File: src/sv/assert_macros.svh
// Assertion helpers used by the RTL.
`ifndef ASSERT_MACROS_SVH
`define ASSERT_MACROS_SVH

// The property must hold at every clock edge outside reset.
`define ASSERT_HOLDS(lbl, clk, rstn, prop) \
  lbl: assert property (@(posedge clk) disable iff (!rstn) prop) \
    else $error("assertion failed");

// The expression must never be true outside reset.
`define ASSERT_NEVER(lbl, clk, rstn, expr) \
  lbl: assert property (@(posedge clk) disable iff (!rstn) !(expr)) \
    else $error("forbidden condition seen");

`endif

File: src/sv/fcpb_pkg.sv
package fcpb_pkg;

  // Register indexes of the configuration port.
  typedef enum logic [2:0] {
    CFG_CENTER_X  = 3'd0,
    CFG_CENTER_Y  = 3'd1,
    CFG_RADIUS    = 3'd2,
    CFG_FEATHER   = 3'd3,
    CFG_FILL_RED  = 3'd4,
    CFG_FILL_GRN  = 3'd5,
    CFG_FILL_BLUE = 3'd6,
    CFG_INVERT    = 3'd7
  } cfg_reg_e;

  localparam int CFG_DATA_W = 16;
  localparam int CENTER_W   = 16;
  localparam int RADIUS_W   = 14;
  localparam int FEATHER_W  = 7;
  localparam int ALPHA_W    = 9;
  localparam int QUOT_W     = 8;
  localparam int PROD_W     = RADIUS_W + FEATHER_W;

  localparam logic [ALPHA_W-1:0]   ALPHA_ONE   = 9'd256;
  localparam logic [FEATHER_W-1:0] FEATHER_MAX = 7'd100;

  // Division by 100 as a multiply by a rounded-up reciprocal, exact below 2^21.
  localparam int                BAND_SHIFT = 28;
  localparam logic [21:0]       BAND_RECIP = 22'd2684355;

  // One RGBA pixel, red in the lowest byte.
  typedef struct packed {
    logic [7:0] alpha;
    logic [7:0] blue;
    logic [7:0] green;
    logic [7:0] red;
  } pix_t;

  // Where the distance falls relative to the circle edge.
  typedef struct packed {
    logic in_circle;
    logic outside;
  } zone_t;

endpackage

File: src/sv/fcpb_dist.sv
module fcpb_dist #(
  parameter int COORD_BITS = 12,
  parameter int D_W        = 16,
  parameter int SUM_W      = 33
) (
  input  logic                    clk_i,
  input  logic                    rst_ni,
  input  logic                    en_i,
  input  logic                    vld_i,
  input  logic [COORD_BITS-1:0]   px_i,
  input  logic [COORD_BITS-1:0]   py_i,
  input  fcpb_pkg::pix_t          pix_i,
  input  logic [15:0]             cx_i,
  input  logic [15:0]             cy_i,
  output logic                    vld_o,
  output logic [SUM_W-1:0]        sum_o,
  output fcpb_pkg::pix_t          pix_o
);
  import fcpb_pkg::*;

  logic [D_W-1:0]   pxs, pys, cxs, cys, dx_d, dy_d;
  logic [D_W-1:0]   dx_q, dy_q;
  logic [2*D_W-1:0] sqx_q, sqy_q;
  logic [SUM_W-1:0] sum_q;
  pix_t             pix1_q, pix2_q, pix3_q;
  logic [2:0]       vld_q;

  // Absolute offsets in sixteenths of a pixel.
  assign pxs  = D_W'({px_i, 4'b0000});
  assign pys  = D_W'({py_i, 4'b0000});
  assign cxs  = D_W'(cx_i);
  assign cys  = D_W'(cy_i);
  assign dx_d = (pxs >= cxs) ? pxs - cxs : cxs - pxs;
  assign dy_d = (pys >= cys) ? pys - cys : cys - pys;

  // Valid bits of the three stages.
  always_ff @(posedge clk_i or negedge rst_ni) begin
    if (!rst_ni) begin
      vld_q <= '0;
    end else if (en_i) begin
      vld_q <= {vld_q[1:0], vld_i};
    end
  end

  // Offsets, then squares, then their sum.
  always_ff @(posedge clk_i) begin
    if (en_i) begin
      dx_q   <= dx_d;
      dy_q   <= dy_d;
      pix1_q <= pix_i;
      sqx_q  <= dx_q * dx_q;
      sqy_q  <= dy_q * dy_q;
      pix2_q <= pix1_q;
      sum_q  <= SUM_W'(sqx_q) + SUM_W'(sqy_q);
      pix3_q <= pix2_q;
    end
  end

  assign vld_o = vld_q[2];
  assign sum_o = sum_q;
  assign pix_o = pix3_q;

endmodule

File: config.mk
export PLATFORM = sky130hd
export DESIGN_NAME = fcpb_dist
export DESIGN_NICKNAME = d
export VERILOG_FILES = /design/src/sv/assert_macros.svh /design/src/sv/fcpb_pkg.sv /design/src/sv/fcpb_dist.sv
export SDC_FILE = /design/constraint.sdc
export NUM_CORES = 1
export LEC_CHECK = 0
export BUFFER_PORTS_ARGS = -buffer_cell sky130_fd_sc_hd__buf_2
export CORE_MARGIN = 1
export CORE_UTILIZATION = 60
export DETAILED_ROUTE_END_ITERATION = 12
export HOLD_SLACK_MARGIN = 0.03
export PLACE_DENSITY = 0.86
export RECOVER_POWER = 100
export SYNTH_ARGS = -nofsm -noshare
export SYNTH_HDL_FRONTEND = slang
export SYNTH_SLANG_ARGS = --single-unit
File: constraint.sdc
create_clock -name clk_i -period 17.8 [get_ports clk_i]
set_input_delay 0.89 -clock clk_i [delete_from_list [all_inputs] [get_ports clk_i]]
set_output_delay 0.89 -clock clk_i [all_outputs]
set_load 0.02 [all_outputs]
==> results.md <==
- Outcome: complete, but fails checks
- Failing checks: capacitance limit, slew limit
- Core Area: roughly 41000 um^2
- Worst reg2reg startpoint: dx_q[9]
- Net Count, Synth: 3086
- Initial antenna violation count: 0
- Synth Flop Type: edfxtp_1
- Startpoint Class: input pin
- Final setup viols: 0
- Total iterations of the first detailed-routing run: 5
- First-pass GRT wire length: around 83000 um
- Seq cells post-synth: around 230
- Max_slew headroom: -3.04
- Post-Synth Simple-Gate Area: 0.0923
- Worst-path maximum fanout: approximately 120
- Routed WL: between 40000 and 50000 um
- Diode count: 0
- CP Cell Sequence: clkbuf_1, clkbuf_1
- Min Tclk post-route: ~7.6 ns
- Clk sink count: approximately 230
- Post-synthesis adder-cell area fraction: 0.404
- Clock root buffer: clkbuf_16
- Commonest non-fill, non-tap cell in the layout: inv_1
- Syn Area/Cell: around 10 um^2
- Slowest cell on crit path: clkbuf_1
- Max-Cap Viols: 3
- Die Ht: 205 um
- Max frequency: roughly 130 MHz
- R2r worst-path depth: 21
- Yosys cell types: 76
- WS Path Type: input pin to flip-flop
- Flop2flop setup slack: a little over 10 ns
- Post-Syn Area: approximately 25000 um^2
- Crit path DAT: ~7.7 ns
- Setup bufs post-CTS: 0
- Setup Skew: 0.00984 ns
- Synth warn: 0
- Area Growth Syn to Fin: 7.45%
- Vias per inst: ~5.5
- FP Rows: 74
- Vias: between 15000 and 20000
- WL/cell: roughly 16 um
- GRT Resource Usage Total: 0.244
- Starting Density: 0.608
- EDFF count, synth: approximately 220
- Worst-path clk slew: about 0.060 ns
- Hold-fix buffers, CTS: 0
- Worst EP required: 17.89 ns
- Port Buf Inserts: between 150 and 200
- Ports: around 160
- GPL Wtd Cong: about 0.90
- Resized cells post-CTS: 0
- Synth Area in Compound Gates: 0.0841
- CTS max path bufs: 3
- Most frequent cells in the layout: inv_1 (572), fa_1 (327), ha_1 (278)
- CP Buf/Inv Count: 2
- Num CTS Buffers: 25
- Drc violations: 0
- Pre-CTS WS: 11.01 ns
- CTS tree: done
- Skew-Pair Late Insertion Delay: 0.55 ns
- Hold WC Path Type: input pin to async pin
- Setup ws final: between 10 and 15 ns
- Largest net degree at the start of global routing: approximately 120
- RSZ-0062 raised after global routing: no
- DRT iter0 DRCs: 1104
- Multiplexer area fraction after synthesis: 0.00574
- H-tree depth: 1
- Number of global-route vias before repair: about 18000
- Sequential element share of the synthesized area: 0.273
- DP HPWL: roughly 39000 um
- Die Area: around 42000 um^2
- Nets@finish: 3212
- Critical path's largest stage delay: 4.17 ns
- Slew Viols, Final: about 230
- Largest family of logic cells by synthesized area: adder cells
- GRT Residual Overflow: 0
- CP delay by family, top: buffers and inverters
- Sum Neg Setup Slack: 0 ns
- Fraction of layout cells with a size suffix above 1: 0.0592
- Mapped Cells: about 2400
- Ys async rst share: 0.0133
- Post-synthesis xor/xnor area fraction: 0.0455
- Final Hold Viols: 0
- Critical Path Most Common Cell: clkbuf_1
- Die W: between 200 and 250 um
- Measured slew at the worst slew-check pin: 6.06 ns
- Crit. End Element: flip-flop
- Reg2reg end: sqx_q[31]
- Fin crit share: 0.428
- Post-route ant nets: 0
[area by class of cell]
type | instances | area (um^2)
fill | 3023 | 14100
clock inverter | 17 | 166
sequential | 226 | 6770
inverter | 572 | 2150
timing repair buffer | 160 | 706
multi-input combinational | 1530 | 15600
tap | 532 | 666
clock buffer | 28 | 637
[how the worst max path moves through the flow]
| stage | start | endpoint | slack [ns] | depth (start not counted) |
|---|---|---|---|---|
| floorplan | dx_q[8] | sqx_q[31] | 11.53 | 23 |
| global placement | dx_q[1] | sqx_q[31] | 11.18 | 21 |
| detailed placement | dx_q[9] | sqx_q[31] | 11.01 | 21 |
| CTS | dx_q[9] | sqx_q[31] | 11.01 | 21 |
| global route | en_i | dy_q[8] | 9.52 | 2 |
| finish | en_i | dy_q[8] | 10.19 | 2 |
[flip-flops by register name, indices dropped and copies added, names as in the netlist]
register and cells:
dx_q 16, dy_q 16, pix1_q 32, pix2_q 32, pix_o 32, sqx_q 31, sqy_q 31, sum_o 33
vld_q 3
[synth_stat cells, types with 5 or more instances]
cell,instances,area share
inv_1,572,0.086
fa_1,327,0.26
ha_1,278,0.14
edfxtp_1,223,0.27
nand2_1,200,0.030
a21oi_1,87,0.018
and2_1,82,0.021
xnor2_1,82,0.029
nor2_1,81,0.012
a21o_1,62,0.019
clkbuf_1,53,0.0080
o21ai_0,47,0.0095
xor2_1,47,0.017
nand3_1,20,0.0040
nand4_1,19,0.0048
nor2b_1,17,0.0043
and3_1,13,0.0033
nor3_1,13,0.0026
a211oi_1,11,0.0033
nand2b_1,11,0.0028
mux2_2,9,0.0041
o21bai_1,8,0.0024
a31o_2,7,0.0025
a31oi_1,7,0.0018
buf_2,6,0.0012
o21a_1,6,0.0018
or2_2,6,0.0015
o21ai_1,5,0.0010
or3_1,5,0.0013
[kinds of logic after synthesis]
group	after synthesis
AOI/OAI and AO/OA	303
xor gates and xnor gates	129
adders and majority gates	605
buffers and inverters	633
DFF	226
muxes	13
and+or+nand+nor	480
[worst register-to-register path: cells and delay by family (launching register included)]
| kind | cells | cell delay [ns] |
|---|---|---|
| buffers and inverters | 4 | 0.20 |
| adder cells (fa/ha/maj) | 7 | 3.35 |
| AO/OA/AOI/OAI | 7 | 2.36 |
| AND/OR/NAND/NOR | 2 | 0.49 |
| flip-flops | 1 | 0.66 |
| XOR/XNOR | 1 | 0.16 |
[stage by stage]
step / cells / hold slack (ns) / area, um^2 / util
global route: 3065 / 0.152 / 26700 / 0.653
floorplan: 2389 / 0.400 / 24800 / -
finish: 3065 / 0.151 / 26700 / 0.653
detailed placement: 3020 / 0.405 / 26100 / 0.639
CTS: 3065 / 0.112 / 26900 / 0.658
global placement: 3020 / 0.400 / 26100 / 0.639
[per-layer routing]
metal	GRT usage	wire (um)	vias up
met4	0.0669	1040	0
met5	0	0	-
met1	0.318	20300	8468
li1	-	-	7879
met2	0.430	25000	511
met3	0.0291	2770	88
Power is not shown: default switching activity piles up to over one toggle a cycle in this logic, so the estimate is an artifact.
