### src/sv/assert_macros.svh
// Assertion helpers used by the RTL.
`ifndef ASSERT_MACROS_SVH
`define ASSERT_MACROS_SVH

// The property must hold at every clock edge outside reset.
`define ASSERT_HOLDS(lbl, clk, rstn, prop) \
  lbl: assert property (@(posedge clk) disable iff (!rstn) prop) \
    else $error("assertion failed");

// The expression must never be true outside reset.
`define ASSERT_NEVER(lbl, clk, rstn, expr) \
  lbl: assert property (@(posedge clk) disable iff (!rstn) !(expr)) \
    else $error("forbidden condition seen");

`endif

### src/sv/fcpb_pkg.sv
package fcpb_pkg;

  // Register indexes of the configuration port.
  typedef enum logic [2:0] {
    CFG_CENTER_X  = 3'd0,
    CFG_CENTER_Y  = 3'd1,
    CFG_RADIUS    = 3'd2,
    CFG_FEATHER   = 3'd3,
    CFG_FILL_RED  = 3'd4,
    CFG_FILL_GRN  = 3'd5,
    CFG_FILL_BLUE = 3'd6,
    CFG_INVERT    = 3'd7
  } cfg_reg_e;

  localparam int CFG_DATA_W = 16;
  localparam int CENTER_W   = 16;
  localparam int RADIUS_W   = 14;
  localparam int FEATHER_W  = 7;
  localparam int ALPHA_W    = 9;
  localparam int QUOT_W     = 8;
  localparam int PROD_W     = RADIUS_W + FEATHER_W;

  localparam logic [ALPHA_W-1:0]   ALPHA_ONE   = 9'd256;
  localparam logic [FEATHER_W-1:0] FEATHER_MAX = 7'd100;

  // Division by 100 as a multiply by a rounded-up reciprocal, exact below 2^21.
  localparam int                BAND_SHIFT = 28;
  localparam logic [21:0]       BAND_RECIP = 22'd2684355;

  // One RGBA pixel, red in the lowest byte.
  typedef struct packed {
    logic [7:0] alpha;
    logic [7:0] blue;
    logic [7:0] green;
    logic [7:0] red;
  } pix_t;

  // Where the distance falls relative to the circle edge.
  typedef struct packed {
    logic in_circle;
    logic outside;
  } zone_t;

endpackage

### src/sv/fcpb_alpha.sv
module fcpb_alpha #(
  parameter int ROOT_W = 17
) (
  input  logic                            clk_i,
  input  logic                            rst_ni,
  input  logic                            en_i,
  input  logic                            vld_i,
  input  logic [ROOT_W-1:0]               dist_i,
  input  fcpb_pkg::pix_t                  pix_i,
  input  logic [fcpb_pkg::RADIUS_W-1:0]   radius_i,
  input  logic [fcpb_pkg::RADIUS_W-1:0]   band_i,
  input  logic [fcpb_pkg::RADIUS_W:0]     edge_i,
  input  logic                            invert_i,
  output logic                            vld_o,
  output logic [fcpb_pkg::ALPHA_W-1:0]    alpha_o,
  output fcpb_pkg::pix_t                  pix_o
);
  import fcpb_pkg::*;

  localparam int NST = QUOT_W + 1;

  zone_t               zone_q [NST];
  logic [RADIUS_W-1:0] rem_q  [NST];
  logic [QUOT_W-1:0]   quo_q  [NST];
  pix_t                pix_q  [NST];
  logic                vld_q  [NST];
  logic [ALPHA_W-1:0]  alpha_q;
  pix_t                pixa_q;
  logic                vlda_q;

  logic [ROOT_W-1:0]   r_ext, e_ext, diff;
  zone_t               zone_d;
  logic [ALPHA_W-1:0]  alpha_d, alpha_raw;

  // Classify the distance and take the offset into the feather band.
  assign r_ext            = ROOT_W'(radius_i);
  assign e_ext            = ROOT_W'(edge_i);
  assign diff             = dist_i - r_ext;
  assign zone_d.in_circle = (dist_i <= r_ext);
  assign zone_d.outside   = (band_i == '0) || (dist_i >= e_ext);

  always_ff @(posedge clk_i or negedge rst_ni) begin
    if (!rst_ni) begin
      vld_q[0] <= 1'b0;
    end else if (en_i) begin
      vld_q[0] <= vld_i;
    end
  end

  always_ff @(posedge clk_i) begin
    if (en_i) begin
      zone_q[0] <= zone_d;
      rem_q[0]  <= diff[RADIUS_W-1:0];
      quo_q[0]  <= '0;
      pix_q[0]  <= pix_i;
    end
  end

  // Restoring division of offset*256 by the band, one quotient bit a stage.
  for (genvar k = 1; k < NST; k++) begin : g_div
    logic [RADIUS_W:0] sh;
    logic              ge;

    assign sh = {rem_q[k-1], 1'b0};
    assign ge = (sh >= {1'b0, band_i});

    always_ff @(posedge clk_i or negedge rst_ni) begin
      if (!rst_ni) begin
        vld_q[k] <= 1'b0;
      end else if (en_i) begin
        vld_q[k] <= vld_q[k-1];
      end
    end

    always_ff @(posedge clk_i) begin
      if (en_i) begin
        rem_q[k]  <= ge ? RADIUS_W'(sh - {1'b0, band_i}) : sh[RADIUS_W-1:0];
        quo_q[k]  <= {quo_q[k-1][QUOT_W-2:0], ge};
        zone_q[k] <= zone_q[k-1];
        pix_q[k]  <= pix_q[k-1];
      end
    end
  end

  // Final alpha with optional inversion.
  always_comb begin
    if (zone_q[NST-1].in_circle) begin
      alpha_raw = ALPHA_ONE;
    end else if (zone_q[NST-1].outside) begin
      alpha_raw = '0;
    end else begin
      alpha_raw = ALPHA_ONE - ALPHA_W'(quo_q[NST-1]);
    end
    alpha_d = invert_i ? ALPHA_ONE - alpha_raw : alpha_raw;
  end

  always_ff @(posedge clk_i or negedge rst_ni) begin
    if (!rst_ni) begin
      vlda_q <= 1'b0;
    end else if (en_i) begin
      vlda_q <= vld_q[NST-1];
    end
  end

  always_ff @(posedge clk_i) begin
    if (en_i) begin
      alpha_q <= alpha_d;
      pixa_q  <= pix_q[NST-1];
    end
  end

  assign vld_o   = vlda_q;
  assign alpha_o = alpha_q;
  assign pix_o   = pixa_q;

endmodule

### config.mk
export PLATFORM = sky130hd
export DESIGN_NAME = fcpb_alpha
export DESIGN_NICKNAME = d
export VERILOG_FILES = /design/src/sv/assert_macros.svh /design/src/sv/fcpb_pkg.sv /design/src/sv/fcpb_alpha.sv
export SDC_FILE = /design/constraint.sdc
export NUM_CORES = 1
export LEC_CHECK = 0
export BUFFER_PORTS_ARGS = -buffer_cell sky130_fd_sc_hd__clkbuf_2
export CAP_MARGIN = 25
export CORE_MARGIN = 4
export CORE_UTILIZATION = 50
export DETAILED_ROUTE_END_ITERATION = 8
export PLACE_DENSITY = 0.79
export REMOVE_ABC_BUFFERS = 1
export SETUP_SLACK_MARGIN = 0.4
export SLEW_MARGIN = 20
export SYNTH_ARGS = -nofsm -noshare
export SYNTH_HDL_FRONTEND = slang
export SYNTH_SLANG_ARGS = --single-unit
### constraint.sdc
create_clock -name clk_i -period 3.85 [get_ports clk_i]
set_clock_uncertainty 0.15 [all_clocks]
set_input_delay 0.9625 -clock clk_i [delete_from_list [all_inputs] [get_ports clk_i]]
set_output_delay 0.9625 -clock clk_i [all_outputs]
set_load 0.1 [all_outputs]
==> results.md <==
- Post-DP HPWL: 25.5 mm
- Mean Syn Cell Area: around 15 µm²
- Layout area overhead: 17.0%
- Post-synth top area share: 0.667
- Clock sinks: 505
- Most frequent cell after synthesis: edfxtp_1
- Vias: about 12,000
- Seq/Total Area, Yosys: 0.678
- Area share of fa/ha/maj cells after synthesis: 0.0869
- Io pins: approximately 140
- Htree depth: 2
- Overflow after GRT: 0
- Highest metal used: met4
- Final hold viol count: 0
- Tmin final: 3.38 ns
- Peak VDD IR: approximately 0.35 mV
- Pwr Density: approximately 700 mW/mm²
- Peak fanout along the critical path: 4
- Root Buffer: clkbuf_16
- DR WL/cell: 15.6 µm
- Largest net degree at the start of global routing: 79
- Vias in the first global route: 12,600
- Yosys reg bits: between 500 and 600
- Slew HR: 0.425
- Placer Congestion: a little under 0.9
- Fin util: 0.591
- DRC violations left: 0
- CTS Buf Count: 52
- Startpoint types: input port
- Compound-gate portion of the synthesized area: 0.0823
- Fillers: roughly 3,300
- Simple-gate share of the synthesized area: 0.0528
- Overall Power: roughly 0.018 W
- Post-synthesis xor/xnor area fraction: 0.0370
- Hold_buf cts: 0
- Maxcap violations: 0
- Synth cell types: 66
- YS warnings: 0
- DR iter-0 viols: 580
- Core area: about 0.044 mm²
- TritonCTS clock tree: built
- Synth area leader: edfxtp_1
- Mapped cell area: 0.0223 mm²
- Worst setup path class: in2reg
- IO Port Bufs: between 100 and 150
- Die area: between 0.04 and 0.05 mm²
- Post-Route Setup TNS: 0 ns
- Post-Syn Instances: 1,456
- Die width: ~220 µm
- Worst setup EP type: flop
- LEAKAGE: 10.1 nW
- Dominant synthesized flop cell: edfxtp_1
- Row count: 77
- Async SR Flop Fraction: 0.0198
- Met1 wire length: approximately 16 mm
- Largest family of logic cells by synthesized area: adder cells
- Synth area leaders: edfxtp_1, ha_1, mux2_2
- Post-synth top cells: edfxtp_1, ha_1, a21oi_1, mux2_2, inv_1
- Gr usage total: 0.154
- Met2 WL: about 18 mm
- Max Clk Rate: 296 MHz
- Number of vias per cell: ~5.2
- TritonRoute pass-1 iters: 4
- Met3 wire length: approximately 1.6 mm
- Starting Density: 0.505
- Setup violators final: 0
- Layout cells sized above 1: 0.223
- First-pass GRT wire length: about 60 mm
- Period utilization: 0.877
- Slew @ Worst Pin: around 0.84 ns
- Detailed Route WL: approximately 37 mm
- Worst Hold Class: in2async
- Setup Fix Bufs, Post-CTS: 0
- Max-slew violation count: 0
- Worst Path Required: between 4 and 5 ns
- Clk buf depth: 3
- Reg clk slew, reported paths: approximately 0.06 ns
- Non-filler cells, final: roughly 2,300
- Status: finished clean
- Worst path arrival time: approximately 3.7 ns
- Cell count after placement: between 2,000 and 2,500
- Number of synthesized flops with an enable pin: 495
- Ant diodes: 0
- Initial antenna violation count: 0
- Final nets: roughly 2,000
- Die H: ~220 µm
- Clock latency on the worst-skew pair: roughly 0.6 ns
- Antenna-violating nets left: 0
- RSZ-0062 raised after global routing: true
- Post-synthesis mux area share: 0.0467
## report_power, final
group / total [W] / internal (W) / switching [W]
logic: 0.00537 / 0.00267 / 0.00271
clock network: 0.00502 / 0.00297 / 0.00205
registers: 0.00755 / 0.00721 / 0.000341
## placed cells by master, fill, tap and decap left out, types with 20 or more instances in the layout
cell / synthesis / routed
xnor2_1: 67 / 67
clkbuf_16: 0 / 52
xor2_1: 27 / 27
buf_4: 1 / 70
o21a_1: 23 / 23
edfxtp_1: 495 / 495
inv_1: 73 / 73
nor2b_1: 20 / 20
nand2_1: 61 / 61
nor2_1: 63 / 63
mux2_2: 76 / 76
a21o_1: 37 / 37
clkbuf_2: 0 / 137
a21oi_1: 100 / 100
ha_1: 142 / 142
nor3_1: 21 / 21
o21ai_0: 46 / 46
## cell type report
type / count / area [µm²] / share of cell area
Timing Repair Buffer: 215 / 1370 / 0.0524
Sequential cell: 505 / 15100 / 0.580
Inverter: 74 / 278 / 0.0107
Tap cell: 592 / 741 / 0.0284
Clock buffer: 62 / 1340 / 0.0514
Multi-Input combinational cell: 861 / 6820 / 0.262
Clock inverter: 33 / 404 / 0.0155
## state kept, by name, indices dropped and copies added (netlist names)
register  flops
pix_o        32
vld_q         9
vld_o         1
alpha_o       9
rem_q       112
quo_q        36
pix_q       288
zone_q       18
## worst max-delay path, stage by stage
cell and delay, ns:
clkbuf_2 0.09, inv_1 0.09, buf_4 0.17, ha_1 0.34
nor2b_1 0.17, o211ai_1 0.17, a21boi_0 0.15, o41ai_1 0.43
o21ai_0 0.23, or4b_2 0.63, nand3_1 0.10, mux2_2 0.14
## logic make-up (layout without fill, tap and decap cells)
logic type	count (synthesis)	in the layout
compound gates	284	284
mux	91	91
buf+inv	90	384
fa+ha+maj	150	150
flops	505	505
simple gates	242	242
xor+xnor	94	94
## through the flow
step | area [µm²] | hold slack [ns] | setup slack [ns]
CTS | 26100 | 0.0568 | 0.497
global placement | 24300 | 0.250 | -0.0375
finish | 26100 | 0.0869 | 0.474
detailed placement | 24300 | 0.255 | -0.115
global route | 26100 | 0.0616 | 0.383
floorplan | 22200 | 0.250 | -0.388
## path summary, 6_finish.rpt
| path | start | end | slack [ns] | depth (start not counted) |
|---|---|---|---|---|
| max reg2reg | rem_q[0][44] | rem_q[0][58] | 0.64 | 10 |
| min | rst_ni | vld_q[2] | 0.09 | 1 |
| min reg2reg | pix_q[6][14] | pix_q[7][14] | 0.26 | 0 |
| min in group clk_i | pix_q[6][14] | pix_q[7][14] | 0.26 | 0 |
| max in group asynchronous | rst_ni | vld_q[0] | 3.26 | 1 |
| max | band_i[2] | rem_q[0][110] | 0.47 | 12 |
## metal layers
| layer | global-route usage | vias to the layer above |
|---|---|---|
| met2 | 0.269 | 245 |
| met1 | 0.193 | 5894 |
| met4 | 0.0527 | 0 |
| met5 | 0 | - |
| met3 | 0.0305 | 69 |
| li1 | - | 6084 |
## what timing repair did
action                                  4_1_cts  5_1_grt
gates resized for setup                       0        1
endpoints found under the setup margin        0       14
endpoints found under the hold margin         0        0
(Power assumes the default switching activity.)
