==> src/sv/assert_macros.svh <==
// Assertion helpers used by the RTL.
`ifndef ASSERT_MACROS_SVH
`define ASSERT_MACROS_SVH

// The property must hold at every clock edge outside reset.
`define ASSERT_HOLDS(lbl, clk, rstn, prop) \
  lbl: assert property (@(posedge clk) disable iff (!rstn) prop) \
    else $error("assertion failed");

// The expression must never be true outside reset.
`define ASSERT_NEVER(lbl, clk, rstn, expr) \
  lbl: assert property (@(posedge clk) disable iff (!rstn) !(expr)) \
    else $error("forbidden condition seen");

`endif

==> src/sv/fcpb_pkg.sv <==
package fcpb_pkg;

  // Register indexes of the configuration port.
  typedef enum logic [2:0] {
    CFG_CENTER_X  = 3'd0,
    CFG_CENTER_Y  = 3'd1,
    CFG_RADIUS    = 3'd2,
    CFG_FEATHER   = 3'd3,
    CFG_FILL_RED  = 3'd4,
    CFG_FILL_GRN  = 3'd5,
    CFG_FILL_BLUE = 3'd6,
    CFG_INVERT    = 3'd7
  } cfg_reg_e;

  localparam int CFG_DATA_W = 16;
  localparam int CENTER_W   = 16;
  localparam int RADIUS_W   = 14;
  localparam int FEATHER_W  = 7;
  localparam int ALPHA_W    = 9;
  localparam int QUOT_W     = 8;
  localparam int PROD_W     = RADIUS_W + FEATHER_W;

  localparam logic [ALPHA_W-1:0]   ALPHA_ONE   = 9'd256;
  localparam logic [FEATHER_W-1:0] FEATHER_MAX = 7'd100;

  // Division by 100 as a multiply by a rounded-up reciprocal, exact below 2^21.
  localparam int                BAND_SHIFT = 28;
  localparam logic [21:0]       BAND_RECIP = 22'd2684355;

  // One RGBA pixel, red in the lowest byte.
  typedef struct packed {
    logic [7:0] alpha;
    logic [7:0] blue;
    logic [7:0] green;
    logic [7:0] red;
  } pix_t;

  // Where the distance falls relative to the circle edge.
  typedef struct packed {
    logic in_circle;
    logic outside;
  } zone_t;

endpackage

==> src/sv/fcpb_mix.sv <==
module fcpb_mix (
  input  logic                          clk_i,
  input  logic                          rst_ni,
  input  logic                          en_i,
  input  logic                          vld_i,
  input  logic [fcpb_pkg::ALPHA_W-1:0]  alpha_i,
  input  fcpb_pkg::pix_t                pix_i,
  input  logic [7:0]                    fill_red_i,
  input  logic [7:0]                    fill_green_i,
  input  logic [7:0]                    fill_blue_i,
  output logic                          vld_o,
  output fcpb_pkg::pix_t                pix_o
);
  import fcpb_pkg::*;

  logic [7:0]         cval [4];
  logic [7:0]         pval [4];
  logic [15:0]        cprod_q [4];
  logic [15:0]        pprod_q [4];
  logic [7:0]         res [4];
  logic [ALPHA_W-1:0] beta;
  logic [1:0]         vld_q;
  pix_t               out_q;

  // Lanes: red, green, blue, then alpha blended against full coverage.
  assign cval[0] = fill_red_i;
  assign cval[1] = fill_green_i;
  assign cval[2] = fill_blue_i;
  assign cval[3] = 8'd255;
  assign pval[0] = pix_i.red;
  assign pval[1] = pix_i.green;
  assign pval[2] = pix_i.blue;
  assign pval[3] = pix_i.alpha;
  assign beta    = ALPHA_ONE - alpha_i;

  always_ff @(posedge clk_i or negedge rst_ni) begin
    if (!rst_ni) begin
      vld_q <= '0;
    end else if (en_i) begin
      vld_q <= {vld_q[0], vld_i};
    end
  end

  // Weighted sums, shifted down and clamped to a byte.
  for (genvar l = 0; l < 4; l++) begin : g_lane
    logic [16:0] sum;
    assign sum    = 17'(cprod_q[l]) + 17'(pprod_q[l]);
    assign res[l] = (sum[16]) ? 8'd255 : sum[15:8];

    always_ff @(posedge clk_i) begin
      if (en_i) begin
        cprod_q[l] <= 16'(cval[l]) * 16'(alpha_i);
        pprod_q[l] <= 16'(pval[l]) * 16'(beta);
      end
    end
  end

  always_ff @(posedge clk_i) begin
    if (en_i) begin
      out_q.red   <= res[0];
      out_q.green <= res[1];
      out_q.blue  <= res[2];
      out_q.alpha <= res[3];
    end
  end

  assign vld_o = vld_q[1];
  assign pix_o = out_q;

endmodule

==> config.mk <==
export PLATFORM = sky130hd
export DESIGN_NAME = fcpb_mix
export DESIGN_NICKNAME = d
export VERILOG_FILES = /design/src/sv/assert_macros.svh /design/src/sv/fcpb_pkg.sv /design/src/sv/fcpb_mix.sv
export SDC_FILE = /design/constraint.sdc
export NUM_CORES = 1
export LEC_CHECK = 0
export ABC_AREA = 1
export BUFFER_PORTS_ARGS = -buffer_cell sky130_fd_sc_hd__buf_2
export CAP_MARGIN = 20
export CORE_MARGIN = 3
export CORE_UTILIZATION = 60
export CTS_CLUSTER_SIZE = 14
export DETAILED_ROUTE_END_ITERATION = 6
export PLACE_DENSITY = 0.78
export SLEW_MARGIN = 15
export SYNTH_ARGS = -nofsm -noshare
export SYNTH_HDL_FRONTEND = slang
export SYNTH_SLANG_ARGS = --single-unit
==> constraint.sdc <==
create_clock -name clk_i -period 3.75 [get_ports clk_i]
set_input_delay 0.5625 -clock clk_i [delete_from_list [all_inputs] [get_ports clk_i]]
set_output_delay 0.5625 -clock clk_i [all_outputs]
set_load 0.05 [all_outputs]
==> out/qor.csv, run 1 <==
stage,metric,value,unit
yosys,top post-synthesis cells by area,"fa_1 24%, edfxtp_1 18%, ha_1 16%",
routing,metal3 WL,5740,µm
placement,DP Area,31600,µm²
critical_path,Setup CP Type,primary input to flip-flop,
critical_path,Critical Path Sink Type,flip-flop,
yosys,Cells after Synth,3501,
die,DIE HEIGHT,218,µm
critical_path,critical-path maximum fanout,13,
cells_and_area,FF+latch area,4850,µm²
cells_and_area,Area growth syn-to-layout,27.3,%
timing,RSZ-0062 raised after global routing,yes,
routing,Antenna Nets Post-Route,0,
cts,CTS tree,built,
cts,root buf cell,clkbuf_16,
timing,Worst-Margin Slew,0.889,ns
yosys,mux contribution to synthesized area,0,%
timing,Period minus WS final,4.55,ns
power,cell leakage power,19.1,nW
run_status,failing checks,setup timing,
placement,RePlAce Congestion,0.919,
cells_and_area,fill cell count,2840,
routing,Pre-antenna DRT Iters,6,
yosys,Post-synth EDFFs,160,
cells_and_area,post-layout util,78.3,%
cts,Skew-Pair Late Insertion Delay,0.48,ns
placement,dpl ws,-1.29,ns
cts,number of H-tree levels,4,
min_path,Hold WC Path Type,primary input to flip-flop,
cells_and_area,multi-input logic area,20300,µm²
timing,max_slew headroom,40.8,%
timing,clk_skew,0.00799,ns
routing,via count,24600,
die,die area,47400,µm²
yosys,post-synth top area share,23.9,%
yosys,"Seq/Total Area, Yosys",18.0,%
yosys,Post-Synth Simple-Gate Area,21.4,%
yosys,"area leader, netlist",fa_1,
yosys,most instantiated cells after synthesis,"898 x nand2_1, 886 x inv_1, 345 x ha_1",
yosys,Mapped Area,26900,µm²
yosys,synthesis-stage register bit count,162,
die,core area,43700,µm²
cells_and_area,share of layout cells above drive strength 1,23.0,%
die,chip width,218,µm
power,Pwr Density,789,nW/µm²
power,Tot Pwr,27.0,mW
yosys,Most used DFF post-synth,edfxtp_1,
yosys,largest family of logic cells by synthesized area,adder cells,
critical_path,"setup slack, reg-to-reg",1.54,ns
yosys,synthesis warning total,0,
placement,dpl hpwl,55100,µm
critical_path,max incr delay on CP,0.56,ns
routing,via density per instance,5.36,
cells_and_area,"non-filler cells, final",4586,
routing,Routed WL per cell,17.0,µm
run_status,outcome,"complete, but fails checks",
global_route,vias in the first global route,24800,
timing,final setup margin,-0.796,ns
cts,Clock Sinks,162,
placement,input/output buffers,101,
yosys,asr flop ratio synth,1.23,%
routing,met1 wire length,29700,µm
global_route,All-Layer GR Usage,31.2,%
yosys,Post-Synth Adder-Cell Area,40.0,%
routing,initial drt markers,2085,
timing,fmax,220,MHz
die,total I/O pin count,102,
routing,WL final,77800,µm
timing,post-route clock period utilization,121,%
cts,clock buffer depth,2,
run,max cap viols,0,
yosys,syn avg cell area,7.69,µm²
cts,clock-pin slew on the worst setup and hold paths,0.06,ns
power,VDD IR-drop max,0.781,mV
global_route,global-route wire length before repair,118000,µm
yosys,Synthesized Nets,4237,
min_path,hold path cells,3,
critical_path,worst r2r dst,pix_o[2],
routing,Max Used Layer,met5,
critical_path,most frequent CP cell,nand2_1,
global_route,GR Overflow Total,0,
placement,Inst Count DP,4482,
yosys,"count leader, synth",nand2_1,
min_path,Hold EP,vld_q[0],
cts,TritonCTS buffer count,17,
timing,Hold WS,0.293,ns
cells_and_area,Final Cell Area,34300,µm²
cells_and_area,Post-layout nets,4717,
yosys,Cell variety after synth,36,
critical_path,r2r startpoint,cprod_q[0][1],
yosys,XOR/XNOR share of the synthesized area,3.26,%
timing,Setup TNS,-29.81,ns
critical_path,Reg2Reg Depth,9,
timing,final hold violation count,0,
critical_path,WP data arrival,4.78,ns
die,Cell Rows,76,
critical_path,critical path required time,3.98,ns
min_path,Hold Crit Start,vld_i,
yosys,complex-gate fraction of the synthesized area,3.77,%
global_route,initial antenna violation count,10,
global_route,pin count of the biggest net entering global routing,87,
critical_path,Slowest cell on crit path,fa_1,
die,Starting Density,61.6,%
timing,Final setup viols,77,
timing,max-slew violations,0,
routing,wire length on met2,38200,µm
routing,DRC viols,0,
critical_path,crit path launch type,primary input,
==> metal layers <==
metal | global-route usage (%) | vias to the layer above
met4 | 14.6 | 4
li1 | - | 11500
met1 | 38.9 | 11700
met2 | 53.3 | 1068
met5 | 0 | -
met3 | 5.18 | 312
==> worst max-delay path, delay by kind of cell <==
| kind | cells | cell delay, ns |
|---|---|---|
| adders and majority gates | 6 | 2.37 |
| and+or+nand+nor | 13 | 0.98 |
| buffers and inverters | 10 | 0.84 |
==> placed cells by master, fill, tap and decap left out, types with 11 or more instances in the layout <==
master / instances
buf_12: 19
a21oi_1: 67
xor2_1: 55
buf_4: 366
o21bai_1: 13
fa_2: 19
a21oi_2: 25
edfxtp_1: 160
nand3_1: 157
xnor2_1: 37
clkbuf_16: 22
nand2_1: 835
buf_2: 94
nor3_1: 11
and2_1: 12
ha_1: 285
ha_4: 60
fa_1: 303
inv_1: 838
nand2_4: 19
o21ai_1: 12
nand2_2: 44
nand3_2: 33
nor2_2: 46
nand4_1: 21
nor2_1: 225
inv_2: 43
nor2_4: 22
buf_6: 34
a21oi_4: 11
==> final cells by class <==
cell class	instances	area share [%]
tap	585	2.14
inverter	888	9.82
clock inverter	13	0.489
timing repair buffer	532	12.7
multi-input combinational	2379	59.3
sequential	162	14.2
timing repair inverter	1	0.0329
antenna	8	0.0584
clock buffer	18	1.25
==> how the worst max path moves through the flow <==
stage                    start              to  slack [ns]  cells past startpoint
finish              alpha_i[1]  pprod_q[3][15]       -0.80                     29
global route        alpha_i[1]  pprod_q[3][15]       -0.99                     29
CTS                 alpha_i[1]  pprod_q[2][15]       -0.63                     24
detailed placement  alpha_i[3]  pprod_q[1][15]       -1.29                     24
global placement    alpha_i[1]  pprod_q[3][15]       -1.16                     24
floorplan           alpha_i[1]  pprod_q[1][15]       -1.10                     25
==> power breakdown <==
group / leakage (nW) / switching (mW) / internal, mW
Combinational: 17.2 / 12.2 / 9.18
Sequential: 1.57 / 0.337 / 3.49
Clock: 0.290 / 0.744 / 1.09
==> kinds of logic (layout without fill, tap and decap cells) <==
kind of cell,Yosys count,after routing
fa+ha+maj,667,667
buf+inv,960,1452
simple gates,1434,1434
other cells,0,8
flops,162,162
xor+xnor,98,98
compound gates,180,180
==> state kept, by name (all words and copies together), names as in the netlist <==
register,cells
cprod_q,64
pprod_q,64
pix_o,32
vld_q,2
==> repair_timing <==
| action | CTS | global route |
|---|---|---|
| pin swaps | 57 | 78 |
| gates resized for setup | 149 | 201 |
| hold buffers | 1 | 0 |
| buffers inserted | 29 | 29 |
| gates cloned | 4 | 6 |
| hold endpoints to repair | 2 | 0 |
| endpoints found under the setup margin | 78 | 81 |
No activity file was read; power rests on OpenSTA's default activity.
==> inputs of run 2 (changes only) <==
Settings changed: CORE_ASPECT_RATIO set to 0.5.
==> out/qor.csv, run 2 (same netlist as run 1, synthesis figures left out) <==
stage,metric,value,unit,change
die,chip width,306,µm,+40%
die,Starting Density,61.3,%,-0.25 points
critical_path,WP data arrival,4.97,ns,+0.19 ns
global_route,GR Overflow Total,0,,unchanged
die,Cell Rows,54,,-29%
cells_and_area,"most common cell after layout, fill and taps aside",inv_1,,
timing,max-slew violations,0,,unchanged
power,VDD IR-drop max,0.878,mV,+12%
global_route,global-route wire length before repair,123000,µm,+4.3%
critical_path,Critical Path Sink Type,flip-flop,,
critical_path,Setup CP Type,primary input to flip-flop,,
die,total I/O pin count,102,,unchanged
min_path,Hold Crit Start,vld_i,,
critical_path,worst r2r dst,pix_o[25],,
cts,TritonCTS buffer count,17,,unchanged
cells_and_area,most frequent cells in the layout,"813 x inv_1, 784 x nand2_1, 351 x buf_4",,
placement,RePlAce Congestion,0.922,,+0.35%
run_status,failing checks,setup timing,,
cts,Skew-Pair Late Insertion Delay,0.48,ns,about the same
cts,Clock Sinks,162,,unchanged
timing,final setup margin,-1.00,ns,-0.207 ns
power,cell leakage power,19.3,nW,+1.2%
critical_path,crit path launch type,primary input,,
power,Pwr Density,819,nW/µm²,+3.8%
routing,Antenna Nets Post-Route,0,,unchanged
global_route,initial antenna violation count,2,,-8
power,Tot Pwr,28.6,mW,+5.9%
run,max cap viols,0,,unchanged
min_path,Hold EP,vld_q[0],,
routing,via count,24900,,+1.4%
cells_and_area,Post-layout nets,4728,,+0.23%
timing,Period minus WS final,4.75,ns,+0.207 ns
timing,fmax,210,MHz,-4.4%
timing,post-route clock period utilization,127,%,+5.5 points
die,DIE HEIGHT,156,µm,-28%
critical_path,Slowest cell on crit path,fa_1,,
global_route,vias in the first global route,25400,,+2.4%
timing,max_slew headroom,54.4,%,+14 points
timing,RSZ-0062 raised after global routing,yes,,
routing,WL final,81000,µm,+4.1%
cells_and_area,share of layout cells above drive strength 1,26.1,%,+3.2 points
min_path,Hold WC Path Type,primary input to flip-flop,,
cts,CTS tree,built,,
timing,final hold violation count,0,,unchanged
timing,Final setup viols,81,,+5.2%
die,die area,47600,µm²,+0.32%
critical_path,max incr delay on CP,0.50,ns,-0.06 ns
critical_path,critical path required time,3.97,ns,about the same
run_status,outcome,"complete, but fails checks",,
routing,initial drt markers,2055,,-1.4%
timing,clk_skew,0.0146,ns,+0.00660 ns
cells_and_area,FF+latch area,4850,µm²,unchanged
cells_and_area,fill cell count,2653,,-6.6%
routing,DRC viols,0,,unchanged
cells_and_area,post-layout util,79.6,%,+1.3 points
cts,root buf cell,clkbuf_16,,
timing,Worst-Margin Slew,0.685,ns,-0.204 ns
global_route,All-Layer GR Usage,32.3,%,+1.1 points
global_route,pin count of the biggest net entering global routing,54,,-38%
routing,via density per instance,5.42,,+1.2%
critical_path,"Cell Chain, Critical Path",buf_8 > inv_8 > buf_12 > ha_4 > nand2_4 > nor2_4 > xor2_4 > clkinv_4 > buf_4 > nor2_2 > fa_1 > fa_1 > fa_1 > inv_1 > fa_1 > inv_1 > ha_4 > nand2_4 > nor2_2 > nand3_1 > inv_1 > nor2_1 > nand3_1 > nand2_1,,
cells_and_area,Area growth syn-to-layout,29.8,%,
min_path,hold path cells,3,,unchanged
placement,input/output buffers,101,,unchanged
routing,Routed WL per cell,17.6,µm,+3.9%
critical_path,Reg2Reg Depth,9,,unchanged
cells_and_area,multi-input logic area,20900,µm²,+2.7%
placement,dpl hpwl,57000,µm,+3.4%
critical_path,r2r startpoint,pprod_q[3][1],,
cts,number of H-tree levels,4,,unchanged
die,core area,43900,µm²,+0.40%
critical_path,"setup slack, reg-to-reg",1.47,ns,-0.07 ns
routing,Pre-antenna DRT Iters,6,,unchanged
critical_path,critical-path maximum fanout,6,,-7
cts,clock buffer depth,2,,unchanged
critical_path,most frequent CP cell,fa_1,,
cts,clock-pin slew on the worst setup and hold paths,0.08,ns,+0.02 ns
run 2: cell types whose count changed in the layout (fill, tap and decap cells not counted), moves of 23 or more:
cell	previous run	this run
nand2_4	19	42
buf_6	34	60
nand2_2	44	73
inv_2	43	67
inv_1	838	813
nand2_1	835	784
run 2: how the worst max path moves through the flow:
stage	from	depth (start not counted)	slack, ns	to
final	alpha_i[1]	24	-1.00	pprod_q[0][15]
after global routing	alpha_i[2]	27	-1.16	pprod_q[0][15]
after CTS	alpha_i[1]	25	-0.71	pprod_q[3][15]
after detailed placement	alpha_i[3]	24	-1.31	pprod_q[3][15]
after global placement	alpha_i[2]	26	-1.23	pprod_q[1][15]
after floorplan	alpha_i[1]	25	-1.10	pprod_q[1][15]
run 2: metal layers:
layer / up-vias / track usage [%] / wire length (µm)
met5: - / 0 / 0
met3: 315 / 5.47 / 6540
met2: 1117 / 56.3 / 39400
met4: 0 / 12.6 / 3550
li1: 11500 / - / -
met1: 11900 / 40.6 / 31500
run 2: critical path, delay by kind of cell:
family,cells,cell delay (ns)
XOR/XNOR,1,0.25
adder cells (fa/ha/maj),6,2.39
buffers and inverters,8,0.82
AND/OR/NAND/NOR,9,0.96
run 2: cell type report:
type	count	area share, %
well taps	588	2.10
repair buffers	544	12.8
inverters	888	9.65
multi-input cells	2379	59.7
clock buffers	17	1.22
clock inverters	15	0.584
diodes	2	0.0143
flip-flops and latches	162	13.9
run 2: per-stage QoR:
stage          TNS (ns)  hold slack (ns)  setup slack [ns]  std cells  cell area [µm²]
2_1_floorplan    -39.53            0.267             -1.10       3501            28200
3_3_place_gp     -74.19            0.346             -1.23       4472            31500
6_report         -34.43            0.280             -1.00       4595            35000
4_1_cts          -26.53            0.272            -0.709       4568            33800
3_5_place_dp     -78.17            0.348             -1.31       4472            31500
5_1_grt          -42.15            0.292             -1.16       4595            35000
run 2: repair_timing:
action,in CTS,in global routing
hold endpoints to repair,2,0
gates cloned,4,0
buffers inserted,63,41
gates resized for setup,303,258
hold buffers,1,0
pin swaps,123,151
setup endpoints to repair,78,84
run 2: power by group:
part	switching (mW)	internal, mW	leakage [nW]
Combinational	13.0	9.83	17.5
Sequential	0.413	3.49	1.57
Clock	0.959	0.920	0.302
Total	14.4	14.2	19.3
