[src/sv/assert_macros.svh]
// Assertion helpers used by the RTL.
`ifndef ASSERT_MACROS_SVH
`define ASSERT_MACROS_SVH

// The property must hold at every clock edge outside reset.
`define ASSERT_HOLDS(lbl, clk, rstn, prop) \
  lbl: assert property (@(posedge clk) disable iff (!rstn) prop) \
    else $error("assertion failed");

// The expression must never be true outside reset.
`define ASSERT_NEVER(lbl, clk, rstn, expr) \
  lbl: assert property (@(posedge clk) disable iff (!rstn) !(expr)) \
    else $error("forbidden condition seen");

`endif

[src/sv/fcpb_pkg.sv]
package fcpb_pkg;

  // Register indexes of the configuration port.
  typedef enum logic [2:0] {
    CFG_CENTER_X  = 3'd0,
    CFG_CENTER_Y  = 3'd1,
    CFG_RADIUS    = 3'd2,
    CFG_FEATHER   = 3'd3,
    CFG_FILL_RED  = 3'd4,
    CFG_FILL_GRN  = 3'd5,
    CFG_FILL_BLUE = 3'd6,
    CFG_INVERT    = 3'd7
  } cfg_reg_e;

  localparam int CFG_DATA_W = 16;
  localparam int CENTER_W   = 16;
  localparam int RADIUS_W   = 14;
  localparam int FEATHER_W  = 7;
  localparam int ALPHA_W    = 9;
  localparam int QUOT_W     = 8;
  localparam int PROD_W     = RADIUS_W + FEATHER_W;

  localparam logic [ALPHA_W-1:0]   ALPHA_ONE   = 9'd256;
  localparam logic [FEATHER_W-1:0] FEATHER_MAX = 7'd100;

  // Division by 100 as a multiply by a rounded-up reciprocal, exact below 2^21.
  localparam int                BAND_SHIFT = 28;
  localparam logic [21:0]       BAND_RECIP = 22'd2684355;

  // One RGBA pixel, red in the lowest byte.
  typedef struct packed {
    logic [7:0] alpha;
    logic [7:0] blue;
    logic [7:0] green;
    logic [7:0] red;
  } pix_t;

  // Where the distance falls relative to the circle edge.
  typedef struct packed {
    logic in_circle;
    logic outside;
  } zone_t;

endpackage

[src/sv/fcpb_isqrt.sv]
module fcpb_isqrt #(
  parameter int N_W    = 33,
  parameter int ROOT_W = 17
) (
  input  logic              clk_i,
  input  logic              rst_ni,
  input  logic              en_i,
  input  logic              vld_i,
  input  logic [N_W-1:0]    n_i,
  input  fcpb_pkg::pix_t    pix_i,
  output logic              vld_o,
  output logic [ROOT_W-1:0] root_o,
  output fcpb_pkg::pix_t    pix_o
);
  import fcpb_pkg::*;

  localparam int PAD_W = 2 * ROOT_W;
  localparam int RW    = ROOT_W + 2;

  logic [PAD_W-1:0]  n_q    [ROOT_W];
  logic [RW-1:0]     rem_q  [ROOT_W];
  logic [ROOT_W-1:0] root_q [ROOT_W];
  pix_t              pix_q  [ROOT_W];
  logic              vld_q  [ROOT_W];

  // One root bit per stage, most significant first.
  for (genvar k = 0; k < ROOT_W; k++) begin : g_stage
    logic [PAD_W-1:0]  n_in;
    logic [RW-1:0]     rem_in, rem_sh, trial;
    logic [ROOT_W-1:0] root_in;
    pix_t              pix_in;
    logic              vld_in, take;

    if (k == 0) begin : g_first
      assign n_in    = PAD_W'(n_i);
      assign rem_in  = '0;
      assign root_in = '0;
      assign pix_in  = pix_i;
      assign vld_in  = vld_i;
    end else begin : g_next
      assign n_in    = n_q[k-1];
      assign rem_in  = rem_q[k-1];
      assign root_in = root_q[k-1];
      assign pix_in  = pix_q[k-1];
      assign vld_in  = vld_q[k-1];
    end

    // Bring down the next bit pair and try to subtract 4*root+1.
    assign rem_sh = {rem_in[RW-3:0], n_in[PAD_W-1-2*k -: 2]};
    assign trial  = {root_in, 2'b01};
    assign take   = (rem_sh >= trial);

    always_ff @(posedge clk_i or negedge rst_ni) begin
      if (!rst_ni) begin
        vld_q[k] <= 1'b0;
      end else if (en_i) begin
        vld_q[k] <= vld_in;
      end
    end

    always_ff @(posedge clk_i) begin
      if (en_i) begin
        n_q[k]    <= n_in;
        rem_q[k]  <= take ? rem_sh - trial : rem_sh;
        root_q[k] <= {root_in[ROOT_W-2:0], take};
        pix_q[k]  <= pix_in;
      end
    end
  end

  assign vld_o  = vld_q[ROOT_W-1];
  assign root_o = root_q[ROOT_W-1];
  assign pix_o  = pix_q[ROOT_W-1];

endmodule

[config.mk]
export PLATFORM = sky130hd
export DESIGN_NAME = fcpb_isqrt
export DESIGN_NICKNAME = d
export VERILOG_FILES = /design/src/sv/assert_macros.svh /design/src/sv/fcpb_pkg.sv /design/src/sv/fcpb_isqrt.sv
export SDC_FILE = /design/constraint.sdc
export NUM_CORES = 1
export LEC_CHECK = 0
export BUFFER_PORTS_ARGS = -buffer_cell sky130_fd_sc_hd__buf_2
export CELL_PAD_IN_SITES_DETAIL_PLACEMENT = 1
export CELL_PAD_IN_SITES_GLOBAL_PLACEMENT = 1
export CORE_MARGIN = 3
export CORE_UTILIZATION = 48
export CTS_BUF_LIST = sky130_fd_sc_hd__clkbuf_16
export CTS_CLUSTER_DIAMETER = 50
export DETAILED_ROUTE_END_ITERATION = 16
export PLACE_DENSITY = 0.85
export SLEW_MARGIN = 20
export SYNTH_ARGS = -nofsm -noshare
export SYNTH_HDL_FRONTEND = slang
export SYNTH_SLANG_ARGS = --single-unit
[constraint.sdc]
create_clock -name clk_i -period 2.58 [get_ports clk_i]
set_clock_uncertainty 0.05 [all_clocks]
set_input_delay 0.258 -clock clk_i [delete_from_list [all_inputs] [get_ports clk_i]]
set_output_delay 0.258 -clock clk_i [all_outputs]
set_load 0.02 [all_outputs]
==> flow_summary.yaml, run 1 <==
outcome:
  status: "complete, but fails checks"
  violations: "setup timing"
synthesis:
  synth_seq_cells: 1236
  syn_area_um2: 48010
  synth_edf_count: 1219
  synthCells: 2896
  synthDominantCellAreaShare_pct: 76.25
  synth_flop_cell: "edfxtp_1"
  yosysWarnings: 0
  synth_cell_type_count: 83
  synth-seq-area-share_pct: 77.14
  yosysTopAreaCell: "edfxtp_1"
  syn_nets: 3135
  yosys-top-cells-area: "edfxtp_1 (76%), ha_1 (4.4%), inv_1 (1.6%)"
  post_synth.cell_area_avg_um2: 16.58
  synthArstFlopShare_pct: 1.375
power_and_ir_drop:
  comb_power_share_pct: 14.7
  p_sw_mw: 14.21
  internal-power_mw: 38.82
  power_density_nw_per_um2: 880.2
  p_leak_nw: 22.66
  switching_share_pct: 26.79
  pwr-share-seq_pct: 48.0
  p_clk_share_pct: 37.2
  ir_drop_mv: 0.8883
sta:
  fmax_ghz: 0.3336
  period_share_pct: 116.2
  fin_ws_ps: -417.7
  timing.hold.ws_ps: 164.3
  rsz0062_at_grt: "yes"
  slew_viol_final: 0
  min_period_ps: 2998
  tightest_slew_ps: 752.6
  finalHoldViolations: 0
  slew_headroom_pct: 49.44
  setup_viol: 87
drt:
  viasPerCell: 5.689
  drc: 0
  drt_iter0_drc: 2367
  num_vias: 28214
  dr.pass1.iters: 5
  antenna_left: 0
  wl_per_cell_um: 26.53
  totalWireLength_um: 131500
critical_path:
  endpoint_kind: "flop"
  crit_fanout: 5
  start_kind: "flop"
  critical_path_required_ps: 3060
  worstPathArrival_ps: 3480
  crit_type: "reg2reg"
  reg2reg_depth: 7
finish:
  final_cell_mix: "edfxtp_1 (1,219), buf_4 (330), inv_1 (216)"
  final_area_um2: 60250
  layout.cells.most_common: "edfxtp_1"
  finalNetCount: 3808
  final_util_pct: 60.95
  final.fill_count: 8797
  drive_above_1_share_pct: 28.13
  diodes: 0
  syn2layout_area_growth_pct: 25.50
cts:
  cts-root-to-sink-buffers: 3
  insertion_delay_ps: 740
  cts.sinks: 1236
  cts_tree: "done"
  ctsHtreeMaxLevel: 4
  clk_pin_slew_ps: 90
  ctsRootBufferMaster: "clkbuf_16"
  numCtsBuffers: 135
placed_design:
  place.gp.congestion: 0.8775
  dpl_cell_area_um2: 52490
  dp_hpwl_um: 61990
  place.port_buffers: 118
grt:
  grt_pass1_wl_um: 173800
  grt_start_max_net_pins: 112
  antenna_found_initial: 2
  track_usage_pct: 22.00
  grt_pass1_vias: 29582
  overflow: 0
floorplanning:
  initial_utilization_pct: 48.57
  die_y_um: 322.3
  die_area_um2: 103800
  die_w_um: 322.3
  core_area_um2: 98850
  row_count: 115
  num_io_pins: 119
flow_run:
  max_cap_viol_count: 0
hold_path:
  hp-class: "in2reg"
  hold_depth: 2
critical path: stages (launching register included):
cell and delay, ps:
edfxtp_1 470, ha_4 340, o21a_1 230, o21a_1 280, o21ai_4 120, a2111o_2 510, or3_4 380, xnor2_2 380
Yosys cell counts, types with 6 or more instances:
master	count
nand4_1	18
nand3_1	30
dfrtp_1	17
or3_1	22
nor2_1	109
edfxtp_1	1219
o21ai_0	122
o211ai_1	9
nor2_2	9
o31a_1	6
inv_1	211
nor2b_1	26
a21boi_0	7
o21bai_1	8
o21a_1	42
xor2_1	78
nor3b_1	10
and3_1	22
a211oi_1	13
a21oi_2	10
or2_2	9
a21oi_1	109
clkbuf_1	14
nand2_1	155
mux2i_1	7
ha_1	170
a21o_1	42
a31oi_1	12
nor3_1	57
mux2_2	31
o31ai_1	33
xnor2_1	84
nand2b_1	28
nor4_1	18
buf_2	15
or4_1	17
o21ai_1	8
flip-flops by register name, indices dropped and copies added, names as in the netlist:
register and cells:
vld_o 1, pix_q 544, rem_q 250, n_q 287
root_q 138, g_stage.vld_in 16
cell type report:
class / instances / area, µm² / share of cell area [%]
timing repair buffer: 567 / 4594 / 7.626
sequential: 1236 / 37030 / 61.46
multi-input combinational: 1414 / 11800 / 19.59
tap: 1287 / 1610 / 2.673
clock buffer: 136 / 3403 / 5.649
inverter: 215 / 814.5 / 1.352
clock inverter: 104 / 993.5 / 1.649
timing repair:
item                                   in CTS  in global routing
hold buffers                               69                  0
setup endpoints to repair                 149                192
gates resized for setup                   126                264
endpoints found under the hold margin     115                  0
cloned                                      2                  2
pin swaps                                  33                103
buffers inserted                           22                 75
through the flow:
stage	TNS, ps	worst slack [ps]	total power [mW]	std cells
floorplan	-1.021	-1.021	28.89	2896
global placement	-3543	-193.8	31.08	4550
detailed placement	-10510	-241.6	31.61	4550
CTS	-765.5	-105.7	51.22	4883
global route	-13390	-388.9	54.79	4959
finish	-7308	-417.7	53.03	4959
logic make-up after synthesis:
family | share of synthesized area, %
fa+ha+maj | 4.431
simple gates | 5.997
compound gates | 6.469
xor+xnor | 2.956
buf+inv | 2.007
other cells | 0.007811
flops | 77.14
mux | 0.9982
power groups by stage:
stage | clock [mW] | combinational, mW | sequential (mW)
after CTS | 19.4 | 6.55 | 25.3
after detailed placement | 0 | 5.97 | 25.6
after global routing | 20.8 | 8.39 | 25.6
after global placement | 0 | 5.62 | 25.5
final | 19.7 | 7.81 | 25.5
after floorplan | 0 | 3.58 | 25.3
metal layers:
| layer | routed length [µm] | vias to the layer above | global-route usage [%] |
|---|---|---|---|
| li1 | - | 12309 | - |
| met1 | 45780 | 14246 | 23.64 |
| met2 | 71830 | 1199 | 41.90 |
| met3 | 6409 | 456 | 3.432 |
| met4 | 7506 | 4 | 10.84 |
| met5 | 26 | - | 0 |
worst paths after layout:
kind,startpoint,endpoint,slack [ps]
max,rem_q[0][38],rem_q[0][69],-420
min,n_i[29],n_q[0][29],160
max reg2reg,rem_q[0][38],rem_q[0][69],-420
min reg2reg,pix_q[0][194],pix_q[0][226],350
max in group asynchronous,rst_ni,g_stage[14].vld_in,1390
min in group asynchronous,rst_ni,g_stage[6].vld_in,610
No activity file was read; power rests on OpenSTA's default activity.
==> run 2: changes to the inputs <==
CORE_UTILIZATION = 54   (was 48)
PLACE_DENSITY = 0.9   (was 0.85)
clock period = 3 ns   (was 2.58 ns; I/O delays follow)
==> flow_summary.yaml, run 2 (same netlist as run 1, synthesis figures left out) <==
cts:
  ctsHtreeMaxLevel: 4
  numCtsBuffers: 134
  cts.sinks: 1236
  cts-root-to-sink-buffers: 3
  insertion_delay_ps: 760
  clk_pin_slew_ps: 60
  ctsRootBufferMaster: "clkbuf_16"
  cts_tree: "done"
critical_path:
  worstPathArrival_ps: 3390
  crit_slowest_cell: "or3_1"
  cp.depth: 9
  critical_path_required_ps: 3440
  crit_family: "simple AND/OR/NAND/NOR gates"
  startpoint: "root_q[1][0]"
  crit_type: "reg2reg"
  start_kind: "flop"
  endpoint_kind: "flop"
  path_cells: "inv_1 -> ha_1 -> o21a_1 -> o21ai_1 -> a311oi_2 -> nand2_1 -> or3_1 -> or3_1 -> xnor2_1"
  critPathBufInv: 1
  crit_fanout: 4
  reg2reg_depth: 9
  crit_top_cell: "or3_1"
  r2r-start: "root_q[1][0]"
  cp_slowest_stage_delay_ps: 440
finish:
  largestRegisters: "pix_q (544), n_q (287), rem_q (250)"
  final_util_pct: 63.89
  largest-register: "pix_q"
  final.fill_count: 7665
  fin_cells: 4534
  syn2layout_area_growth_pct: 16.36
  layout.cells.most_common: "edfxtp_1"
  drive_above_1_share_pct: 14.80
  finalNetCount: 3507
  final_cell_mix: "edfxtp_1 (1,219), inv_1 (237), ha_1 (170)"
  diodes: 0
  largest_reg_flops: 544
sta:
  finalHoldViolations: 0
  period_share_pct: 98.36
  fin_ws_ps: 49.34
  fmax_ghz: 0.3389
  slew_headroom_pct: 47.38
  setup_viol: 0
  min_period_ps: 2951
  rsz0062_at_grt: "yes"
  tightest_slew_ps: 781.1
  tns_ps: 0
  slew_viol_final: 0
drt:
  drt_iter0_drc: 1861
  dr.pass1.iters: 5
  wl_per_cell_um: 23.57
  antenna_left: 0
  totalWireLength_um: 106900
  num_vias: 25562
  viasPerCell: 5.638
  drc: 0
outcome:
  status: "finished, final reports clean"
grt:
  grt_pass1_vias: 28342
  grt_start_max_net_pins: 103
  antenna_found_initial: 1
  overflow: 0
  grt_pass1_wl_um: 166800
  track_usage_pct: 23.37
placed_design:
  dp.cells: 4216
  place_ws_ps: -34.94
  place.port_buffers: 118
  place.gp.congestion: 0.9072
  dp_hpwl_um: 61560
hold_path:
  hold_depth: 1
  hp-class: "in2reg"
  worstHoldStart: "en_i"
flow_run:
  max_cap_viol_count: 0
power_and_ir_drop:
  power_mw: 42.88
  ir_drop_mv: 0.8571
  p_leak_nw: 20.94
  power_density_nw_per_um2: 767.7
floorplanning:
  row_count: 108
  die_w_um: 304.2
  core_area_um2: 87430
  num_io_pins: 119
  die_area_um2: 92520
  die_y_um: 304.2
  initial_utilization_pct: 54.91
[run 2: cell count changes in the layout (fill, tap and decap cells not counted), moves of 21 or more]
cell,before,now
ha_4,36,0
o21ai_0,83,119
buf_4,330,60
ha_1,118,170
inv_1,216,237
a21oi_1,81,107
[run 2: layout make-up]
| type | count | area, µm² | share of cell area [%] |
|---|---|---|---|
| Clock buffer | 135 | 3378 | 6.047 |
| Clock inverter | 112 | 920.9 | 1.648 |
| Inverter | 215 | 809.5 | 1.449 |
| Multi-Input combinational cell | 1413 | 10120 | 18.12 |
| Sequential cell | 1236 | 37030 | 66.29 |
| Tap cell | 1155 | 1445 | 2.587 |
| Timing Repair Buffer | 268 | 2153 | 3.855 |
[run 2: power breakdown]
group | internal [mW] | switching [mW] | total [mW] | leakage, nW
logic | 2.05 | 2.92 | 4.97 | 6.78
registers | 20.9 | 0.953 | 21.9 | 12.0
clock network | 8.80 | 7.24 | 16.0 | 2.16
total | 31.8 | 11.1 | 42.9 | 20.9
[run 2: routing by layer]
layer  up-vias  share of wire [%]  global-route usage (%)
li1      11725                  -                       -
met1     12976                 38                   26.93
met2       645                 55                   43.74
met3       216                3.7                   3.688
met4         0                3.3                   8.691
met5         -                  0                       0
[run 2: final timing paths]
path / end / slack [ps]
min: pix_q[0][182] / 20
min in group asynchronous: g_stage[16].vld_in / 540
max: rem_q[0][54] / 50
max reg2reg: rem_q[0][54] / 50
min reg2reg: pix_q[1][162] / 340
max in group asynchronous: g_stage[15].vld_in / 1200
[run 2: stage by stage]
step,hold WS [ps],instance area [µm²]
floorplan,-45.59,48010
CTS,3.846,55770
finish,16.36,55860
global route,19.25,55860
global placement,180.6,50750
detailed placement,210.8,50750
[run 2: worst register-to-register path: cells and delay by family, from the launching register on]
kind            cells  cell delay [ps]
flops               1              370
compound gates      3              700
xor+xnor            1              160
fa+ha+maj           1              380
simple gates        3              970
buf+inv             1               60
[run 2: what timing repair did]
item | in CTS | in global routing
setup buffers | 0 | 2
hold buffers | 69 | 0
pin swaps | 0 | 2
gates resized for setup | 6 | 17
endpoints found under the setup margin | 10 | 43
hold endpoints to repair | 83 | 0
==> run 3: changes to the inputs <==
PLACE_DENSITY = not set   (was 0.9)
PLACE_DENSITY_LB_ADDON = 0.08   (was not set)
==> flow_summary.yaml, run 3 (same netlist as run 1, synthesis figures left out) <==
critical_path:
  critical_path_required_ps: 3420
  endpoint: "rem_q[0][258]"
  worstPathArrival_ps: 3320
  cp_slowest_stage_delay_ps: 470
  path_cells: "inv_1 -> ha_1 -> a21oi_1 -> o21ba_2 -> o31ai_2 -> a2111o_1 -> a21oi_4 -> inv_4 -> mux2_4"
  reg2reg_depth: 9
  startpoint: "root_q[12][4]"
  r2r_slack_ps: 110
  endpoint_kind: "flop"
  crit_type: "reg2reg"
  crit_slowest_cell: "a2111o_1"
  crit_fanout: 20
  r2r-end: "rem_q[0][258]"
  r2r-start: "root_q[12][4]"
  start_kind: "flop"
floorplanning:
  die_y_um: 304.2
  die_area_um2: 92520
  num_io_pins: 119
  die_w_um: 304.2
  initial_utilization_pct: 54.91
  row_count: 108
  core_area_um2: 87430
grt:
  grt_pass1_vias: 26529
  overflow: 0
  antenna_found_initial: 1
  grt_start_max_net_pins: 96
  grt_pass1_wl_um: 144600
  track_usage_pct: 19.88
sta:
  rsz0062_at_grt: "no"
  fmax_ghz: 0.3456
  tns_ps: 0
  finalHoldViolations: 0
  slew_headroom_pct: 50.18
  setup_viol: 0
  min_period_ps: 2894
  period_share_pct: 96.45
  slew_viol_final: 0
  tightest_slew_ps: 744.8
outcome:
  status: "finished, final reports clean"
finish:
  fin_cells: 4537
  diodes: 0
  final.fill_count: 7665
  finalNetCount: 3514
  syn2layout_area_growth_pct: 16.93
  final_cell_mix: "edfxtp_1 (1,219), inv_1 (234), ha_1 (170)"
  largest_reg_flops: 544
  largestRegisters: "pix_q (544), n_q (287), rem_q (250)"
  ff_latch_area_um2: 37030
  final_area_um2: 56140
  drive_above_1_share_pct: 14.90
  layout.cells.most_common: "edfxtp_1"
  multi_input_area_um2: 10090
  largest-register: "pix_q"
drt:
  dr.pass1.iters: 5
  drt_iter0_drc: 1557
  wl_per_cell_um: 19.98
  drc: 0
  viasPerCell: 5.393
  totalWireLength_um: 90630
  num_vias: 24469
  antenna_left: 0
power_and_ir_drop:
  p_leak_nw: 21.10
  power_mw: 43.19
  power_density_nw_per_um2: 769.4
  ir_drop_mv: 0.6771
placed_design:
  dpl_cell_area_um2: 50750
  place.port_buffers: 118
  place.gp.congestion: 0.8509
  dp.cells: 4216
  dp_hpwl_um: 61220
cts:
  numCtsBuffers: 137
  ctsRootBufferMaster: "clkbuf_16"
  clk_pin_slew_ps: 60
  ctsHtreeMaxLevel: 4
  cts-root-to-sink-buffers: 3
  insertion_delay_ps: 730
  cts_tree: "done"
  cts.sinks: 1236
flow_run:
  max_cap_viol_count: 0
hold_path:
  hp-class: "in2reg"
  hold_depth: 2
## run 3: metrics by stage
step / hold WS, ps / util [%] / worst slack, ps
2_1_floorplan: -45.59 / - / 323.0
3_3_place_gp: 174.2 / 58.04 / -37.37
3_5_place_dp: 188.4 / 58.04 / -154.2
4_1_cts: 164.0 / 64.10 / -5.291
5_1_grt: 194.7 / 64.21 / 4.889
6_report: 215.5 / 64.21 / 106.5
## run 3: power by group
| part | total (mW) | internal (mW) | switching (mW) |
|---|---|---|---|
| logic | 4.82 | 2.04 | 2.78 |
| clock network | 16.6 | 9.87 | 6.75 |
| registers | 21.8 | 20.9 | 0.841 |
## run 3: layout make-up
type / instances / share of cell area [%]
Clock buffer: 141 / 6.286
Clock inverter: 105 / 1.848
Inverter: 215 / 1.442
Multi-Input combinational cell: 1413 / 17.98
Sequential cell: 1236 / 65.97
Tap cell: 1155 / 2.574
Timing Repair Buffer: 272 / 3.905
## run 3: timing repair
action                                  in CTS  in global routing
resized for setup                            4                 10
hold buffers                                69                  0
pin swaps                                    0                  3
endpoints found under the hold margin       86                  0
buffers inserted                             2                  4
endpoints found under the setup margin      12                 42
## run 3: metal layers
metal	vias to the layer above	part of all wire, %	track usage, %
li1	11741	-	-
met5	-	0	0
met3	188	3.1	3.347
met1	12160	41	23.91
met4	0	3.0	7.379
met2	380	53	35.96
## run 3: worst min-delay path by stage
| stage | slack, ps | from | end |
|---|---|---|---|
| final | 220 | pix_i[29] | pix_q[0][29] |
| after floorplan | -50 | rst_ni | g_stage[10].vld_in |
| after global routing | 190 | n_i[30] | n_q[0][30] |
| after CTS | 160 | pix_i[0] | pix_q[0][0] |
| after global placement | 170 | rst_ni | g_stage[15].vld_in |
| after detailed placement | 190 | rst_ni | g_stage[1].vld_in |
## run 3: critical path: cells and delay by family (launching register included)
family / cells / cell delay [ps]
fa+ha+maj: 1 / 370
flops: 1 / 450
buf+inv: 2 / 220
mux: 1 / 330
compound gates: 5 / 1200
